<file path="config.mk">
export PLATFORM = sky130hd
export DESIGN_NAME = rover_steer_drive_setpoints
export DESIGN_NICKNAME = d
export VERILOG_FILES = /design/src/rtl/rsd_pkg.sv /design/src/rtl/rsd_ctrl.sv /design/src/rtl/rsd_dp.sv /design/src/rtl/rover_steer_drive_setpoints.sv
export SDC_FILE = /design/constraint.sdc
export NUM_CORES = 2
export LEC_CHECK = 0
export BUFFER_PORTS_ARGS = -buffer_cell sky130_fd_sc_hd__buf_2
export CORE_ASPECT_RATIO = 1.25
export CORE_UTILIZATION = 34
export CTS_BUF_LIST = sky130_fd_sc_hd__clkbuf_4 sky130_fd_sc_hd__clkbuf_8
export DETAILED_ROUTE_END_ITERATION = 8
export PLACE_DENSITY_LB_ADDON = 0.05
export SLEW_MARGIN = 20
export SYNTH_ARGS = -nofsm -noshare
export SYNTH_HDL_FRONTEND = slang
export SYNTH_SLANG_ARGS = --single-unit
</file>
<file path="constraint.sdc">
create_clock -name i_clk -period 11.7 [get_ports i_clk]
set_clock_uncertainty 0.1 [all_clocks]
set_input_delay 2.34 -clock i_clk [delete_from_list [all_inputs] [get_ports i_clk]]
set_output_delay 2.34 -clock i_clk [all_outputs]
set_load 0.02 [all_outputs]
</file>
<file path="src/rtl/rsd_pkg.sv">
`timescale 1ns / 1ps
`default_nettype none

package rsd_pkg;

    // CORDIC step count
    localparam int ATAN_ITERATIONS = 16;
    localparam int ITER_W          = 5;
    localparam logic [ITER_W-1:0] ITER_LAST = ITER_W'(ATAN_ITERATIONS - 1);

    localparam logic [14:0] CENTER_ANGLE = 15'd11520;
    localparam logic [14:0] PIVOT_LOW    = 15'd4608;
    localparam logic [14:0] PIVOT_HIGH   = 15'd18432;
    localparam logic [15:0] ONE_Q14      = 16'd16384;

    // register indexes
    localparam logic [2:0] REG_MIN_RADIUS  = 3'd0;
    localparam logic [2:0] REG_HALF_WBASE  = 3'd1;
    localparam logic [2:0] REG_HALF_TRACK  = 3'd2;
    localparam logic [2:0] REG_STEER_DB    = 3'd3;
    localparam logic [2:0] REG_DRIVE_DB    = 3'd4;
    localparam logic [2:0] REG_INVERT_MASK = 3'd5;

    typedef enum logic [1:0] {
        CMD_TRACTION  = 2'd0,
        CMD_ACKERMANN = 2'd1,
        CMD_CRAB      = 2'd2,
        CMD_PIVOT     = 2'd3
    } t_cmd;

    typedef struct packed {
        logic [15:0] min_radius;
        logic [15:0] half_wbase;
        logic [15:0] half_track;
        logic [14:0] steer_db;
        logic [14:0] drive_db;
        logic [3:0]  invert_mask;
    } t_cfg;

    // controller to datapath
    typedef struct packed {
        logic              latch;
        logic              exec;
        logic              mul_w;
        logic              setup;
        logic              norm;
        logic              iter;
        logic              store;
        logic              outer;
        logic              load_out;
        logic [ITER_W-1:0] iter_idx;
    } t_dp_cmd;

    // datapath to controller
    typedef struct packed {
        logic ack_work;
        logic special;
        logic norm_done;
    } t_dp_status;

    // atan(2^-i) in degrees, Q16
    function automatic logic [21:0] atan_q16(input logic [ITER_W-1:0] idx);
        logic [21:0] r;
        case (idx)
            5'd0:    r = 22'd2949120;
            5'd1:    r = 22'd1740967;
            5'd2:    r = 22'd919879;
            5'd3:    r = 22'd466945;
            5'd4:    r = 22'd234379;
            5'd5:    r = 22'd117304;
            5'd6:    r = 22'd58666;
            5'd7:    r = 22'd29335;
            5'd8:    r = 22'd14668;
            5'd9:    r = 22'd7334;
            5'd10:   r = 22'd3667;
            5'd11:   r = 22'd1833;
            5'd12:   r = 22'd917;
            5'd13:   r = 22'd458;
            5'd14:   r = 22'd229;
            5'd15:   r = 22'd115;
            5'd16:   r = 22'd57;
            5'd17:   r = 22'd29;
            5'd18:   r = 22'd14;
            5'd19:   r = 22'd7;
            5'd20:   r = 22'd4;
            5'd21:   r = 22'd2;
            5'd22:   r = 22'd1;
            default: r = 22'd0;
        endcase
        return r;
    endfunction

endpackage

`default_nettype wire

</file>
<file path="src/rtl/rsd_ctrl.sv">
`timescale 1ns / 1ps
`default_nettype none

module rsd_ctrl
    import rsd_pkg::*;
(
    input  wire logic       i_clk,
    input  wire logic       i_rst_n,
    input  wire logic       i_valid,
    output logic            o_stall,
    output logic            o_valid,
    input  wire logic       i_stall,
    input  wire t_dp_status i_status,
    output t_dp_cmd         o_cmd
);

    typedef enum logic [2:0] {
        S_IDLE, S_EXEC, S_MULW, S_SETUP, S_NORM, S_ITER, S_STORE, S_FINISH
    } t_state;

    t_state            r_state;
    logic [ITER_W-1:0] r_iter;
    logic              r_outer;
    logic              r_o_valid;
    logic              out_free;

    assign out_free = !r_o_valid || !i_stall;
    // no word is taken while in reset
    assign o_stall  = !i_rst_n || (r_state != S_IDLE);
    assign o_valid  = r_o_valid;

    // command decode
    always_comb begin
        o_cmd          = '0;
        o_cmd.latch    = (r_state == S_IDLE) && i_valid;
        o_cmd.exec     = (r_state == S_EXEC);
        o_cmd.mul_w    = (r_state == S_MULW);
        o_cmd.setup    = (r_state == S_SETUP);
        o_cmd.norm     = (r_state == S_NORM) && !i_status.norm_done;
        o_cmd.iter     = (r_state == S_ITER);
        o_cmd.store    = (r_state == S_STORE);
        o_cmd.outer    = r_outer;
        o_cmd.load_out = (r_state == S_FINISH) && out_free;
        o_cmd.iter_idx = r_iter;
    end

    // sequencer
    always_ff @(posedge i_clk) begin
        if (!i_rst_n) begin
            r_state   <= S_IDLE;
            r_iter    <= '0;
            r_outer   <= 1'b0;
            r_o_valid <= 1'b0;
        end else begin
            if (r_o_valid && !i_stall)
                r_o_valid <= 1'b0;
            case (r_state)
                S_IDLE: begin
                    if (i_valid)
                        r_state <= S_EXEC;
                end
                S_EXEC: begin
                    r_outer <= 1'b0;
                    r_state <= i_status.ack_work ? S_MULW : S_FINISH;
                end
                S_MULW:  r_state <= S_SETUP;
                S_SETUP: begin
                    r_iter  <= '0;
                    r_state <= i_status.special ? S_STORE : S_NORM;
                end
                S_NORM: begin
                    if (i_status.norm_done)
                        r_state <= S_ITER;
                end
                S_ITER: begin
                    r_iter <= r_iter + 1'b1;
                    if (r_iter == ITER_LAST)
                        r_state <= S_STORE;
                end
                S_STORE: begin
                    if (!r_outer) begin
                        r_outer <= 1'b1;
                        r_state <= S_SETUP;
                    end else begin
                        r_state <= S_FINISH;
                    end
                end
                S_FINISH: begin
                    if (out_free) begin
                        r_o_valid <= 1'b1;
                        r_state   <= S_IDLE;
                    end
                end
                default: r_state <= S_IDLE;
            endcase
        end
    end

endmodule

`default_nettype wire

</file>
<file path="src/rtl/rsd_dp.sv">
`timescale 1ns / 1ps
`default_nettype none

module rsd_dp
    import rsd_pkg::*;
(
    input  wire logic               i_clk,
    input  wire logic               i_rst_n,
    input  wire t_cfg               i_cfg,
    input  wire t_dp_cmd            i_cmd,
    output t_dp_status              o_status,
    input  wire logic [1:0]         i_cmd_code,
    input  wire logic signed [15:0] i_amount,
    output logic [14:0]             o_angle_front_left,
    output logic [14:0]             o_angle_front_right,
    output logic [14:0]             o_angle_rear_left,
    output logic [14:0]             o_angle_rear_right,
    output logic signed [14:0]      o_duty_front_left,
    output logic signed [14:0]      o_duty_front_right,
    output logic signed [14:0]      o_duty_rear_left,
    output logic signed [14:0]      o_duty_rear_right
);

    localparam logic signed [43:0] LIM40 = 44'sd1 <<< 40;
    localparam logic signed [43:0] LIM32 = 44'sd1 <<< 32;
    localparam logic signed [24:0] Z_MAX = 25'sd5898240;

    function automatic logic signed [43:0] shr_trunc(input logic signed [43:0] v,
                                                     input logic [ITER_W-1:0] s);
        logic signed [43:0] r;
        if (v < 0) r = -((-v) >>> s);
        else       r = v >>> s;
        return r;
    endfunction

    // latched word
    t_cmd               r_cmd;
    logic signed [15:0] r_raw;

    // wheel state
    logic [14:0]        r_ang [4];
    logic signed [14:0] r_duty [4];

    // Ackermann working registers
    logic [30:0]        r_num;
    logic [30:0]        r_w;
    logic signed [43:0] r_x, r_y;
    logic signed [24:0] r_z;
    logic               r_spec;
    logic [14:0]        r_spec_val;
    logic [13:0]        r_ang_in;

    // output register
    logic [14:0]        r_o_ang [4];
    logic signed [14:0] r_o_duty [4];

    // clamp and magnitude
    logic signed [15:0] a;
    logic [15:0]        raw_abs;
    logic [14:0]        mag;
    logic               a_pos, a_neg, drv_zero, steer_zero;

    always_comb begin
        if (r_raw > $signed({1'b0, 15'd16384}))       a = 16'sd16384;
        else if (r_raw < -$signed({1'b0, 15'd16384})) a = -16'sd16384;
        else                                          a = r_raw;
        raw_abs    = r_raw[15] ? 16'(-r_raw) : 16'(r_raw);
        mag        = a[15] ? 15'(-a) : 15'(a);
        a_pos      = !a[15] && (a != 16'sd0);
        a_neg      = a[15];
        drv_zero   = raw_abs < {1'b0, i_cfg.drive_db};
        steer_zero = mag < i_cfg.steer_db;
    end

    // duty and crab offset
    logic [14:0]        mag_t;
    logic [19:0]        duty_prod;
    logic [13:0]        duty_mag;
    logic signed [14:0] duty_s;
    logic [19:0]        crab_prod;
    logic [13:0]        crab_off;

    always_comb begin
        mag_t     = (r_cmd == CMD_TRACTION && drv_zero) ? 15'd0 : mag;
        duty_prod = 20'(mag_t) * 20'd25 + 20'd16;
        duty_mag  = duty_prod[18:5];
        duty_s    = a_neg ? -$signed({1'b0, duty_mag}) : $signed({1'b0, duty_mag});
        crab_prod = 20'(mag) * 20'd45 + 20'd32;
        crab_off  = crab_prod[19:6];
    end

    // shared multiplier
    logic [30:0] prod;
    assign prod = 31'((i_cmd.mul_w ? i_cfg.half_track : i_cfg.half_wbase) * mag);

    // denominator for the current pass
    logic signed [32:0] base_s, den;
    always_comb begin
        base_s = $signed({3'b0, i_cfg.min_radius, 14'd0});
        den    = i_cmd.outer ? base_s + $signed({2'b0, r_w}) : base_s - $signed({2'b0, r_w});
    end

    // status
    always_comb begin
        o_status.ack_work  = (r_cmd == CMD_ACKERMANN) && !steer_zero;
        o_status.special   = (r_num == 31'd0) || (den <= 33'sd0);
        o_status.norm_done = !((r_x < LIM40) && (r_y < LIM40));
    end

    // CORDIC step
    logic signed [43:0] xs, ys;
    logic signed [24:0] at;
    always_comb begin
        xs = shr_trunc(r_x, i_cmd.iter_idx);
        ys = shr_trunc(r_y, i_cmd.iter_idx);
        at = $signed({3'b0, atan_q16(i_cmd.iter_idx)});
    end

    // angle out of the accumulator
    logic signed [24:0] zc;
    logic [24:0]        zr;
    logic [13:0]        ang_now;
    always_comb begin
        if (r_z < 25'sd0)     zc = 25'sd0;
        else if (r_z > Z_MAX) zc = Z_MAX;
        else                  zc = r_z;
        zr      = 25'(zc) + 25'd256;
        ang_now = r_spec ? r_spec_val[13:0] : zr[22:9];
    end

    // main registers
    always_ff @(posedge i_clk) begin
        if (!i_rst_n) begin
            for (int i = 0; i < 4; i++) begin
                r_ang[i]  <= CENTER_ANGLE;
                r_duty[i] <= '0;
            end
        end else begin
            if (i_cmd.latch) begin
                r_cmd <= t_cmd'(i_cmd_code);
                r_raw <= i_amount;
            end

            // traction, crab and pivot commands, or the first product for Ackermann
            if (i_cmd.exec) begin
                case (r_cmd)
                    CMD_TRACTION: begin
                        for (int i = 0; i < 4; i++)
                            r_duty[i] <= i_cfg.invert_mask[i] ? -duty_s : duty_s;
                    end
                    CMD_ACKERMANN: begin
                        if (steer_zero) begin
                            for (int i = 0; i < 4; i++) r_ang[i] <= CENTER_ANGLE;
                        end
                        r_num <= prod;
                    end
                    CMD_CRAB: begin
                        for (int i = 0; i < 4; i++)
                            r_ang[i] <= steer_zero ? CENTER_ANGLE :
                                        a_neg ? CENTER_ANGLE - 15'(crab_off)
                                              : CENTER_ANGLE + 15'(crab_off);
                    end
                    CMD_PIVOT: begin
                        r_ang[0] <= PIVOT_LOW;
                        r_ang[1] <= PIVOT_HIGH;
                        r_ang[2] <= PIVOT_HIGH;
                        r_ang[3] <= PIVOT_LOW;
                        r_duty[0] <= i_cfg.invert_mask[0] ? duty_s : -duty_s;
                        r_duty[1] <= i_cfg.invert_mask[1] ? -duty_s : duty_s;
                        r_duty[2] <= i_cfg.invert_mask[2] ? -duty_s : duty_s;
                        r_duty[3] <= i_cfg.invert_mask[3] ? duty_s : -duty_s;
                    end
                    default: ;
                endcase
            end

            if (i_cmd.mul_w)
                r_w <= prod;

            // load one arctangent pass
            if (i_cmd.setup) begin
                r_x        <= 44'(den);
                r_y        <= $signed({13'b0, r_num});
                r_z        <= '0;
                r_spec     <= o_status.special;
                r_spec_val <= (r_num == 31'd0) ? 15'd0 : CENTER_ANGLE;
            end

            // normalise operands towards 2^40
            if (i_cmd.norm) begin
                if (r_x < LIM32 && r_y < LIM32) begin
                    r_x <= r_x <<< 8;
                    r_y <= r_y <<< 8;
                end else begin
                    r_x <= r_x <<< 1;
                    r_y <= r_y <<< 1;
                end
            end

            // one vectoring step
            if (i_cmd.iter) begin
                if (r_y > 44'sd0) begin
                    r_x <= r_x + ys;
                    r_y <= r_y - xs;
                    r_z <= r_z + at;
                end else begin
                    r_x <= r_x - ys;
                    r_y <= r_y + xs;
                    r_z <= r_z - at;
                end
            end

            // inner pass keeps its angle, outer pass commits all four
            if (i_cmd.store) begin
                if (!i_cmd.outer) begin
                    r_ang_in <= ang_now;
                end else if (a_pos) begin
                    r_ang[0] <= CENTER_ANGLE - 15'(ang_now);
                    r_ang[1] <= CENTER_ANGLE - 15'(r_ang_in);
                    r_ang[2] <= CENTER_ANGLE + 15'(ang_now);
                    r_ang[3] <= CENTER_ANGLE + 15'(r_ang_in);
                end else begin
                    r_ang[0] <= CENTER_ANGLE + 15'(r_ang_in);
                    r_ang[1] <= CENTER_ANGLE + 15'(ang_now);
                    r_ang[2] <= CENTER_ANGLE - 15'(r_ang_in);
                    r_ang[3] <= CENTER_ANGLE - 15'(ang_now);
                end
            end
        end
    end

    // result word
    always_ff @(posedge i_clk) begin
        if (i_cmd.load_out) begin
            for (int i = 0; i < 4; i++) begin
                r_o_ang[i]  <= r_ang[i];
                r_o_duty[i] <= r_duty[i];
            end
        end
    end

    assign o_angle_front_left  = r_o_ang[0];
    assign o_angle_front_right = r_o_ang[1];
    assign o_angle_rear_left   = r_o_ang[2];
    assign o_angle_rear_right  = r_o_ang[3];
    assign o_duty_front_left   = r_o_duty[0];
    assign o_duty_front_right  = r_o_duty[1];
    assign o_duty_rear_left    = r_o_duty[2];
    assign o_duty_rear_right   = r_o_duty[3];

endmodule

`default_nettype wire

</file>
<file path="src/rtl/rover_steer_drive_setpoints.sv">
// Rover steering and drive setpoints. Each accepted word (cmd, amount in Q2.14)
// updates the four steering angles (1/128 degree, 11520 straight) and/or the
// four drive duties (1/128 percent) and returns one word with all eight values.
// Traction, crab, pivot and Ackermann inside the steering deadband are done
// in the execute state and loaded into the output register in the finish state.
// Otherwise Ackermann takes two CORDIC arctangent passes on one shared
// shift-add unit: per pass a load, normalisation of the operands (longer for
// small operands), 16 vectoring steps and a store; a degenerate pass (zero
// numerator or non-positive denominator) goes straight from load to store.
// The next word is taken once the previous one has been computed, while its
// result may still wait at the output. The user must write registers over the
// APB port only while the block is idle; the block itself does not enforce it.
`timescale 1ns / 1ps
`default_nettype none

module rover_steer_drive_setpoints
    import rsd_pkg::*;
(
    input  wire logic               i_clk,
    input  wire logic               i_rst_n,
    input  wire logic               psel,
    input  wire logic               penable,
    input  wire logic               pwrite,
    input  wire logic [4:0]         paddr,
    input  wire logic [31:0]        pwdata,
    output logic [31:0]             prdata,
    output logic                    pready,
    input  wire logic               i_valid,
    output logic                    o_stall,
    input  wire logic [1:0]         i_cmd,
    input  wire logic signed [15:0] i_amount,
    output logic                    o_valid,
    input  wire logic               i_stall,
    output logic [14:0]             o_angle_front_left,
    output logic [14:0]             o_angle_front_right,
    output logic [14:0]             o_angle_rear_left,
    output logic [14:0]             o_angle_rear_right,
    output logic signed [14:0]      o_duty_front_left,
    output logic signed [14:0]      o_duty_front_right,
    output logic signed [14:0]      o_duty_rear_left,
    output logic signed [14:0]      o_duty_rear_right
);

    t_cfg       r_cfg;
    t_dp_cmd    dp_cmd;
    t_dp_status dp_status;
    logic [2:0] reg_idx;

    assign pready  = 1'b1;
    assign reg_idx = paddr[4:2];

    // register writes
    always_ff @(posedge i_clk) begin
        if (!i_rst_n) begin
            r_cfg.min_radius  <= 16'd500;
            r_cfg.half_wbase  <= 16'd150;
            r_cfg.half_track  <= 16'd120;
            r_cfg.steer_db    <= 15'd819;
            r_cfg.drive_db    <= 15'd819;
            r_cfg.invert_mask <= 4'd0;
        end else if (psel && penable && pwrite) begin
            case (reg_idx)
                REG_MIN_RADIUS:  r_cfg.min_radius  <= pwdata[15:0];
                REG_HALF_WBASE:  r_cfg.half_wbase  <= pwdata[15:0];
                REG_HALF_TRACK:  r_cfg.half_track  <= pwdata[15:0];
                REG_STEER_DB:    r_cfg.steer_db    <= pwdata[14:0];
                REG_DRIVE_DB:    r_cfg.drive_db    <= pwdata[14:0];
                REG_INVERT_MASK: r_cfg.invert_mask <= pwdata[3:0];
                default: ;
            endcase
        end
    end

    // register reads
    always_comb begin
        case (reg_idx)
            REG_MIN_RADIUS:  prdata = {16'd0, r_cfg.min_radius};
            REG_HALF_WBASE:  prdata = {16'd0, r_cfg.half_wbase};
            REG_HALF_TRACK:  prdata = {16'd0, r_cfg.half_track};
            REG_STEER_DB:    prdata = {17'd0, r_cfg.steer_db};
            REG_DRIVE_DB:    prdata = {17'd0, r_cfg.drive_db};
            REG_INVERT_MASK: prdata = {28'd0, r_cfg.invert_mask};
            default:         prdata = 32'd0;
        endcase
    end

    rsd_ctrl u_ctrl (
        .i_clk    (i_clk),
        .i_rst_n  (i_rst_n),
        .i_valid  (i_valid),
        .o_stall  (o_stall),
        .o_valid  (o_valid),
        .i_stall  (i_stall),
        .i_status (dp_status),
        .o_cmd    (dp_cmd)
    );

    rsd_dp u_dp (
        .i_clk               (i_clk),
        .i_rst_n             (i_rst_n),
        .i_cfg               (r_cfg),
        .i_cmd               (dp_cmd),
        .o_status            (dp_status),
        .i_cmd_code          (i_cmd),
        .i_amount            (i_amount),
        .o_angle_front_left  (o_angle_front_left),
        .o_angle_front_right (o_angle_front_right),
        .o_angle_rear_left   (o_angle_rear_left),
        .o_angle_rear_right  (o_angle_rear_right),
        .o_duty_front_left   (o_duty_front_left),
        .o_duty_front_right  (o_duty_front_right),
        .o_duty_rear_left    (o_duty_rear_left),
        .o_duty_rear_right   (o_duty_rear_right)
    );

    // a taken word makes the input side busy in the following cycle
    a_busy_after_accept: assert property (@(posedge i_clk) disable iff (!i_rst_n)
        (i_valid && !o_stall) |=> o_stall)
        else $error("input taken without going busy");

    // steering angles stay within 0 to 180 degrees
    a_angle_range: assert property (@(posedge i_clk) disable iff (!i_rst_n)
        o_valid |-> (o_angle_front_left <= 15'd23040 && o_angle_front_right <= 15'd23040
                  && o_angle_rear_left <= 15'd23040 && o_angle_rear_right <= 15'd23040))
        else $error("steering angle out of range");

    // front-left and rear-right duties stay within full scale
    a_duty_range: assert property (@(posedge i_clk) disable iff (!i_rst_n)
        o_valid |-> (o_duty_front_left >= -15'sd12800 && o_duty_front_left <= 15'sd12800
                  && o_duty_rear_right >= -15'sd12800 && o_duty_rear_right <= 15'sd12800))
        else $error("drive duty out of range");

endmodule

`default_nettype wire
</file>
# [Word level (Yosys, flattened, before mapping)]
# Memories as Yosys holds them, arrays and structs flattened. A register that Yosys moved wholly into a read port is not among the register bits.
# Index checks and enable logic that the tools add are counted.
# W data, S select, Z words.
[classes] addsub=26 n_mul=3 n_lt_le_gt_ge=14 eq_ne=20 shift=4 n_mux=109 bitwise_logic=29 n_reduce_logical=42
[ops] op="$mux W15" n=39
[ops] op="$mux W44" n=12
[ops] op="$neg A44 Y44" n=4
[ops] op="$sshr A44 B5 Y44" n=4
[ops] op="$pmux W16 S6" n=1
[ops] op="$add A44 B44 Y44" n=2
[ops] op="$lt A44 B1 Y1 const B" n=2
[ops] op="$lt A44 B34 Y1 const B" n=2
[ops] op="$lt A44 B42 Y1 const B" n=2
[ops] op="$sub A44 B44 Y44" n=2
[ops] op="$mux W25" n=3
[ops] op="$mux W16" n=4
[ops] op="$mux W23" n=2
[ops] op="$add A14 B14 Y15 const A" n=3
[ops] op="$sub A14 B14 Y15 const A" n=3
[ops] op="$gt A44 B1 Y1 const B" n=1
[ops] op="$le A33 B1 Y1 const B" n=1
[ops] op="$mux W1" n=33
[ops] op="$mux W33" n=1
[ops] op="$add A30 B31 Y32" n=1
[ops] op="$sub A30 B31 Y32" n=1
[ops] op="$logic_not A31 Y1" n=1
[ops] op="$mul A31 B15 Y31" n=1
[ops] op="$neg A15 Y15" n=2
[ops] op="other kinds (44)" n=120
[totals] ff_bits=314 ramBits=240 rom_bits=704 input_bits=62 output_inout_bits=155 word_cells=272 mem_count=5
[memory_table] name="(name not given)" depth=32 width=22 rd=1 rd_ports_with_merged_regs=1 write_ports=0 line="rsd_pkg.sv:64" rtl="case (idx)"
[memory_table] name="u_dp.r_ang" depth=4 width=15 rd=4 rd_ports_with_merged_regs=0 write_ports=4 line="rsd_dp.sv:41" rtl="logic [14:0] r_ang [4];"
[memory_table] name="u_dp.r_duty" depth=4 width=15 rd=4 rd_ports_with_merged_regs=0 write_ports=4 line="rsd_dp.sv:42" rtl="logic signed [14:0] r_duty [4];"
[memory_table] name="u_dp.r_o_ang" depth=4 width=15 rd=4 rd_ports_with_merged_regs=0 write_ports=4 line="rsd_dp.sv:54" rtl="logic [14:0] r_o_ang [4];"
[memory_table] name="u_dp.r_o_duty" depth=4 width=15 rd=4 rd_ports_with_merged_regs=0 write_ports=4 line="rsd_dp.sv:55" rtl="logic signed [14:0] r_o_duty [4];"

# [Logic depth before layout (Yosys ltp)]
[depth] ltp_word=16 depth_mapped=50 mapped_depth_nobuf=47

# [Cells and area by module]
# Synthesis repeated with hierarchy kept, for this count alone.
[hier_totals] cells_unflattened=7992 area_unflattened_um2=65121.2
[by_module_without_submodules] mod="rsd_dp" instances=1 cells_per_inst=7493 area_each_um2=60520.5
[by_module_without_submodules] mod="rover_steer_drive_setpoints" instances=1 cells_per_inst=422 area_each_um2=3953.8
[by_module_without_submodules] mod="rsd_ctrl" instances=1 cells_per_inst=77 area_each_um2=646.9

# [Least setup slack after synthesis]
# OpenSTA, ideal clock, no wires.
[synth_path] path_type="flip-flop to flip-flop" startpoint="register u_ctrl.r_iter[4]" endpoint="register u_dp.r_y[43] (data pin)" setup_ns=0.272 t_arrival_ns=9.614 t_required_ns=11.328 slack_ns=1.714 stages_incl_launch_ff=40 n_path_buf=11 period_less_slack_ns=9.986 path_cell_list="dfxtp_1 -> clkbuf_1 -> buf_1 -> clkbuf_1 -> clkbuf_1 -> clkbuf_1 -> clkbuf_1 -> buf_1 -> clkbuf_1 -> clkbuf_1 -> clkbuf_1 -> buf_1 -> nor2_1 -> nor2_1 -> ha_1 -> nor3b_1 -> a41oi_1 -> nor2_1 -> [... 4 more ...] -> nor3_1 -> nor2_1 -> xnor2_1 -> ha_1 -> a21oi_1 -> nor2b_1 -> or2_2 -> nor2_1 -> o21ai_0 -> a41o_1 -> o41a_1 -> a41o_1 -> nor4_1 -> o41ai_1 -> a21o_1 -> a31oi_1 -> nor3_1 -> or4b_1"
[synth_via] elab_chain_len=6 elab_cells_between_ends=8 classes_between="add/sub: 3; shift: 2; mux: 3"
[synth_lines] element="from (decl)" line="rsd_ctrl.sv:22" rtl="logic [ITER_W-1:0] r_iter;"
[synth_lines] element="from (signal assigned)" line="rsd_ctrl.sv:76" rtl="r_iter <= r_iter + 1'b1;"
[synth_lines] element="$sshr A44 B5 Y44" line="rsd_dp.sv:31" rtl="if (v < 0) r = -((-v) >>> s);"
[synth_lines] element="$neg A44 Y44" line="rsd_dp.sv:31"
[synth_lines] element="$mux W44 *" line="rsd_dp.sv:31"
[synth_lines] element="$add A44 B44 Y44 or $sub A44 B44 Y44 (tied branches)" line="rsd_dp.sv:208, rsd_dp.sv:204"
[synth_lines] element="$mux W44 *" line="rsd_dp.sv:202" rtl="if (r_y > 44'sd0) begin"
[synth_lines] element="$mux W44 *" line="rsd_dp.sv:201" rtl="if (i_cmd.iter) begin"
[synth_lines] element="to (signal assigned)" line="rsd_dp.sv:196" rtl="r_y <= r_y <<< 1;"
[synth_lines] element="to (signal assigned)" line="rsd_dp.sv:204" rtl="r_y <= r_y - xs;"
[synth_lines] element="to (signal assigned)" line="rsd_dp.sv:208" rtl="r_y <= r_y + xs;"
[synth_lines] element="to (decl)" line="rsd_dp.sv:47" rtl="logic signed [43:0] r_x, r_y;"
# Every way passes the cells marked *; elsewhere a longest branch is shown, timed or not.
# A chain may end at the register's enable or synchronous reset.

# [Worst setup path after layout]
[layout_path] startpoint="register u_dp.r_x[14]" endpoint="register u_dp.r_y[43] (data pin)"
[layout_via] elab_chain_len=7 elab_cells_between_ends=17 classes_between="add/sub: 4; order compare: 3; shift: 2; mux: 5; reduce/logical: 3"
[layout_lines] element="from (decl)" line="rsd_dp.sv:47"
[layout_lines] element="from (signal assigned)" line="rsd_dp.sv:182" rtl="r_x <= 44'(den);"
[layout_lines] element="from (signal assigned)" line="rsd_dp.sv:192" rtl="r_x <= r_x <<< 8;"
[layout_lines] element="from (signal assigned)" line="rsd_dp.sv:195" rtl="r_x <= r_x <<< 1;"
[layout_lines] element="$neg A44 Y44" line="rsd_dp.sv:31"
[layout_lines] element="$sshr A44 B5 Y44" line="rsd_dp.sv:31"
[layout_lines] element="$neg A44 Y44" line="rsd_dp.sv:31"
[layout_lines] element="$mux W44" line="rsd_dp.sv:31"
[layout_lines] element="$add A44 B44 Y44 or $sub A44 B44 Y44 (tied branches)" line="rsd_dp.sv:208, rsd_dp.sv:204"
[layout_lines] element="$mux W44" line="rsd_dp.sv:202"
[layout_lines] element="$mux W44 *" line="rsd_dp.sv:201"
# Marks and branches as above.

==> results.cfg <==
[routing]
firstDrtPassIters = 6
drtIter0Drc = 5871
totalWireLength_um = 315000
antenna_left = 0
num_vias = 65000
drc_errors = 0
via_per_inst = 5.92
wl_per_cell_um = 28.7

[grt]
grt_pass1_vias = 63500
grt_pass1_wl_um = 451000
grt-ovfl-total = 0
gr-usage-all-layers_pct = 31.9
antenna_found_initial = 16
grt_max_degree = 94

[power_and_ir_drop]
power-per-cell-area_nw_per_um2 = 277
intPower_mw = 9.32
seq_power_share_pct = 15.5
switching_share_pct = 54.0
p_leak_nw = 29.3
clkPwrFrac_pct = 10.5
power.switching_mw = 11.0
irDropWorstVdd_mv = 0.293
pwr-share-comb_pct = 74.1

[synth]
ys_warn_count = 0
syn_inst = 8121
ys_top_cells_by_count = nand2_1 (1,029), nor2_1 (808), a21oi_1 (609)
ys_async_sr_fraction_pct = 0
synth_top_cells_by_area = edfxtp_1 (20%), ha_1 (7.5%), fa_1 (6.8%), nand2_1 (6.0%), a21oi_1 (4.7%)
ys_seq_area_share_pct = 24.1
syn-mean-instance-area_um2 = 7.99
syn_area_um2 = 64900
yosys_most_used_dff = edfxtp_1
yosysMostFrequentCell = nand2_1
synth-edff-count = 434
synth-seq-cells = 563
post-synth-top-area-cell = edfxtp_1
ys_types = 117
synthDominantCellAreaShare_pct = 20.1

[cells_and_area]
finish.instance_area_um2 = 73200
nFillCells = 19900
drive_gt1_share_pct = 13.2
fin_nets = 9032
area_delta_synth_final_pct = 12.8
seq_area_um2 = 15600
multi_input_area_um2 = 45600

[floorplanning]
core-area_um2 = 189000
std_cell_rows = 178
start_util_pct = 34.3
fp.dieW_um = 393
die_h_um = 490
ioPinCount = 217
die_area_um2 = 193000

[timing]
worst_pin_slew_ps = 1260
fin_hold_ws_ps = 313
tns_ps = 0
finalHoldViolations = 0
slew_violations = 0
setup_viol = 0
rsz0062_at_grt = no
fin_crit_ps = 11120
fmax_ghz = 0.0899
layout_setup_ws_ps = 581
max_slew_margin_pct = 15.5
timing.final.crit_share_pct = 95.0

[outcome]
outcome = finished, final reports clean

[clocking]
cts_sinks = 563
clk_pin_slew_ps = 60
cts_made_buffers = 103
clock_path_buffers = 3
cts-root-buf = clkbuf_8
cts_tree = done
clock_latency_ps = 900
htreeDepth = 3
postCtsHoldBufs = 0

[setup_path]
crit_type = flip-flop to flip-flop
arrival_ps = 11620
cpPeakStageDelay_ps = 700
cp_data_required_time_ps = 12200
crit_path_end_kind = flip-flop
start_kind = flip-flop
critPathTopFamily = simple AND/OR/NAND/NOR gates
path_buf_inv = 3
critPathSlowestCell = or4_1
worst-path-max-fanout = 6

[placed_design]
dp.final_hpwl_um = 251000
place_area_um2 = 70800
place_ws_ps = 406
finalWeightedCongestion = 1.03
port_buffers = 181

[job]
max_cap_viol_count = 0

[min_path]
hold_class = flip-flop to flip-flop
layout by cell type, fill, tap and decap left out, types with 101 or more instances in the layout:
cell type,n
a31oi_1,101
buf_2,181
dfxtp_1,123
edfxtp_1,434
nor2_1,797
ha_1,389
xnor2_1,311
a21oi_1,605
inv_1,449
nand3_1,153
buf_4,474
nor3_1,268
clkbuf_8,119
o21ai_0,477
fa_1,220
mux2i_1,191
nand2_1,1027
xor2_1,146
timing repair:
item | 4_1_cts | 5_1_grt
setup buffers | 0 | 1
resized for setup | 0 | 8
setup endpoints to repair | 0 | 4
final timing paths:
check	start	end	slack [ps]	depth (start not counted)
max	u_dp.r_x[14]$_DFFE_PP_	u_dp.r_y[43]$_DFFE_PP_	580	35
min	u_dp.r_duty[0][9]$_DFFE_PP_	u_dp.r_o_duty[0][9]$_DFFE_PP_	310	0
max reg2reg	u_dp.r_x[14]$_DFFE_PP_	u_dp.r_y[43]$_DFFE_PP_	580	35
min reg2reg	u_dp.r_duty[0][9]$_DFFE_PP_	u_dp.r_o_duty[0][9]$_DFFE_PP_	310	0
kinds of logic (layout without fill, tap and decap cells):
group,Yosys count,in the layout,synth area share [%]
AND/OR/NAND/NOR,2996,2996,21.8
AO/OA/AOI/OAI,2197,2197,22.1
buffers and inverters,1007,1317,6.03
adder cells (fa/ha/maj),609,609,14.3
flip-flops,563,563,24.1
XOR/XNOR,459,459,6.21
multiplexers,288,288,5.55
other,2,28,0.0116
routing by layer:
layer | part of all wire [%] | track usage, % | vias up
met4 | 8.1 | 22.4 | 10
met2 | 47 | 53.5 | 2605
met1 | 39 | 37.5 | 31700
li1 | - | - | 30000
met3 | 5.7 | 4.37 | 735
met5 | 0.018 | 0 | -
layout make-up:
class,count,area share (%)
antenna,11,0.0376
timing repair buffer,668,6.44
clock inverter,58,0.756
inverter,459,2.36
tap,2520,4.31
multi-input combinational,6566,62.4
sequential,563,21.4
clock buffer,132,2.37
power groups by stage:
stage               combinational, mW  clock [mW]  sequential [mW]
floorplan                        9.62           0             3.06
global placement                 14.8           0             3.17
detailed placement               14.9           0             3.17
CTS                              15.0        2.19             3.14
global route                     16.3        2.25             3.17
finish                           15.0        2.12             3.14
metrics by stage:
stage	std cells	total power, mW	util, %
final	11000	20.3	38.7
after global routing	11000	21.8	38.7
after CTS	11000	20.3	38.7
after detailed placement	10800	18.1	37.5
after global placement	10800	18.0	37.5
after floorplan	8136	12.7	-
flip-flops by register name, indices dropped and copies added (netlist names):
register	count
r_cfg	82
u_dp.r_o_duty	60
u_dp.r_spec	1
u_dp.r_raw	16
u_ctrl.o_valid	1
u_dp.r_num	31
u_dp.r_ang	60
u_dp.r_ang_in	14
u_dp.r_o_ang	60
u_dp.at	22
u_ctrl.r_outer	1
u_dp.r_duty	60
u_dp.r_x	44
u_dp.r_spec_val	1
u_dp.r_z	25
u_ctrl.r_iter	5
u_dp.r_y	44
u_ctrl.r_state	3
u_dp.r_cmd	2
u_dp.r_w	31
No activity file was read; power rests on OpenSTA's default activity.
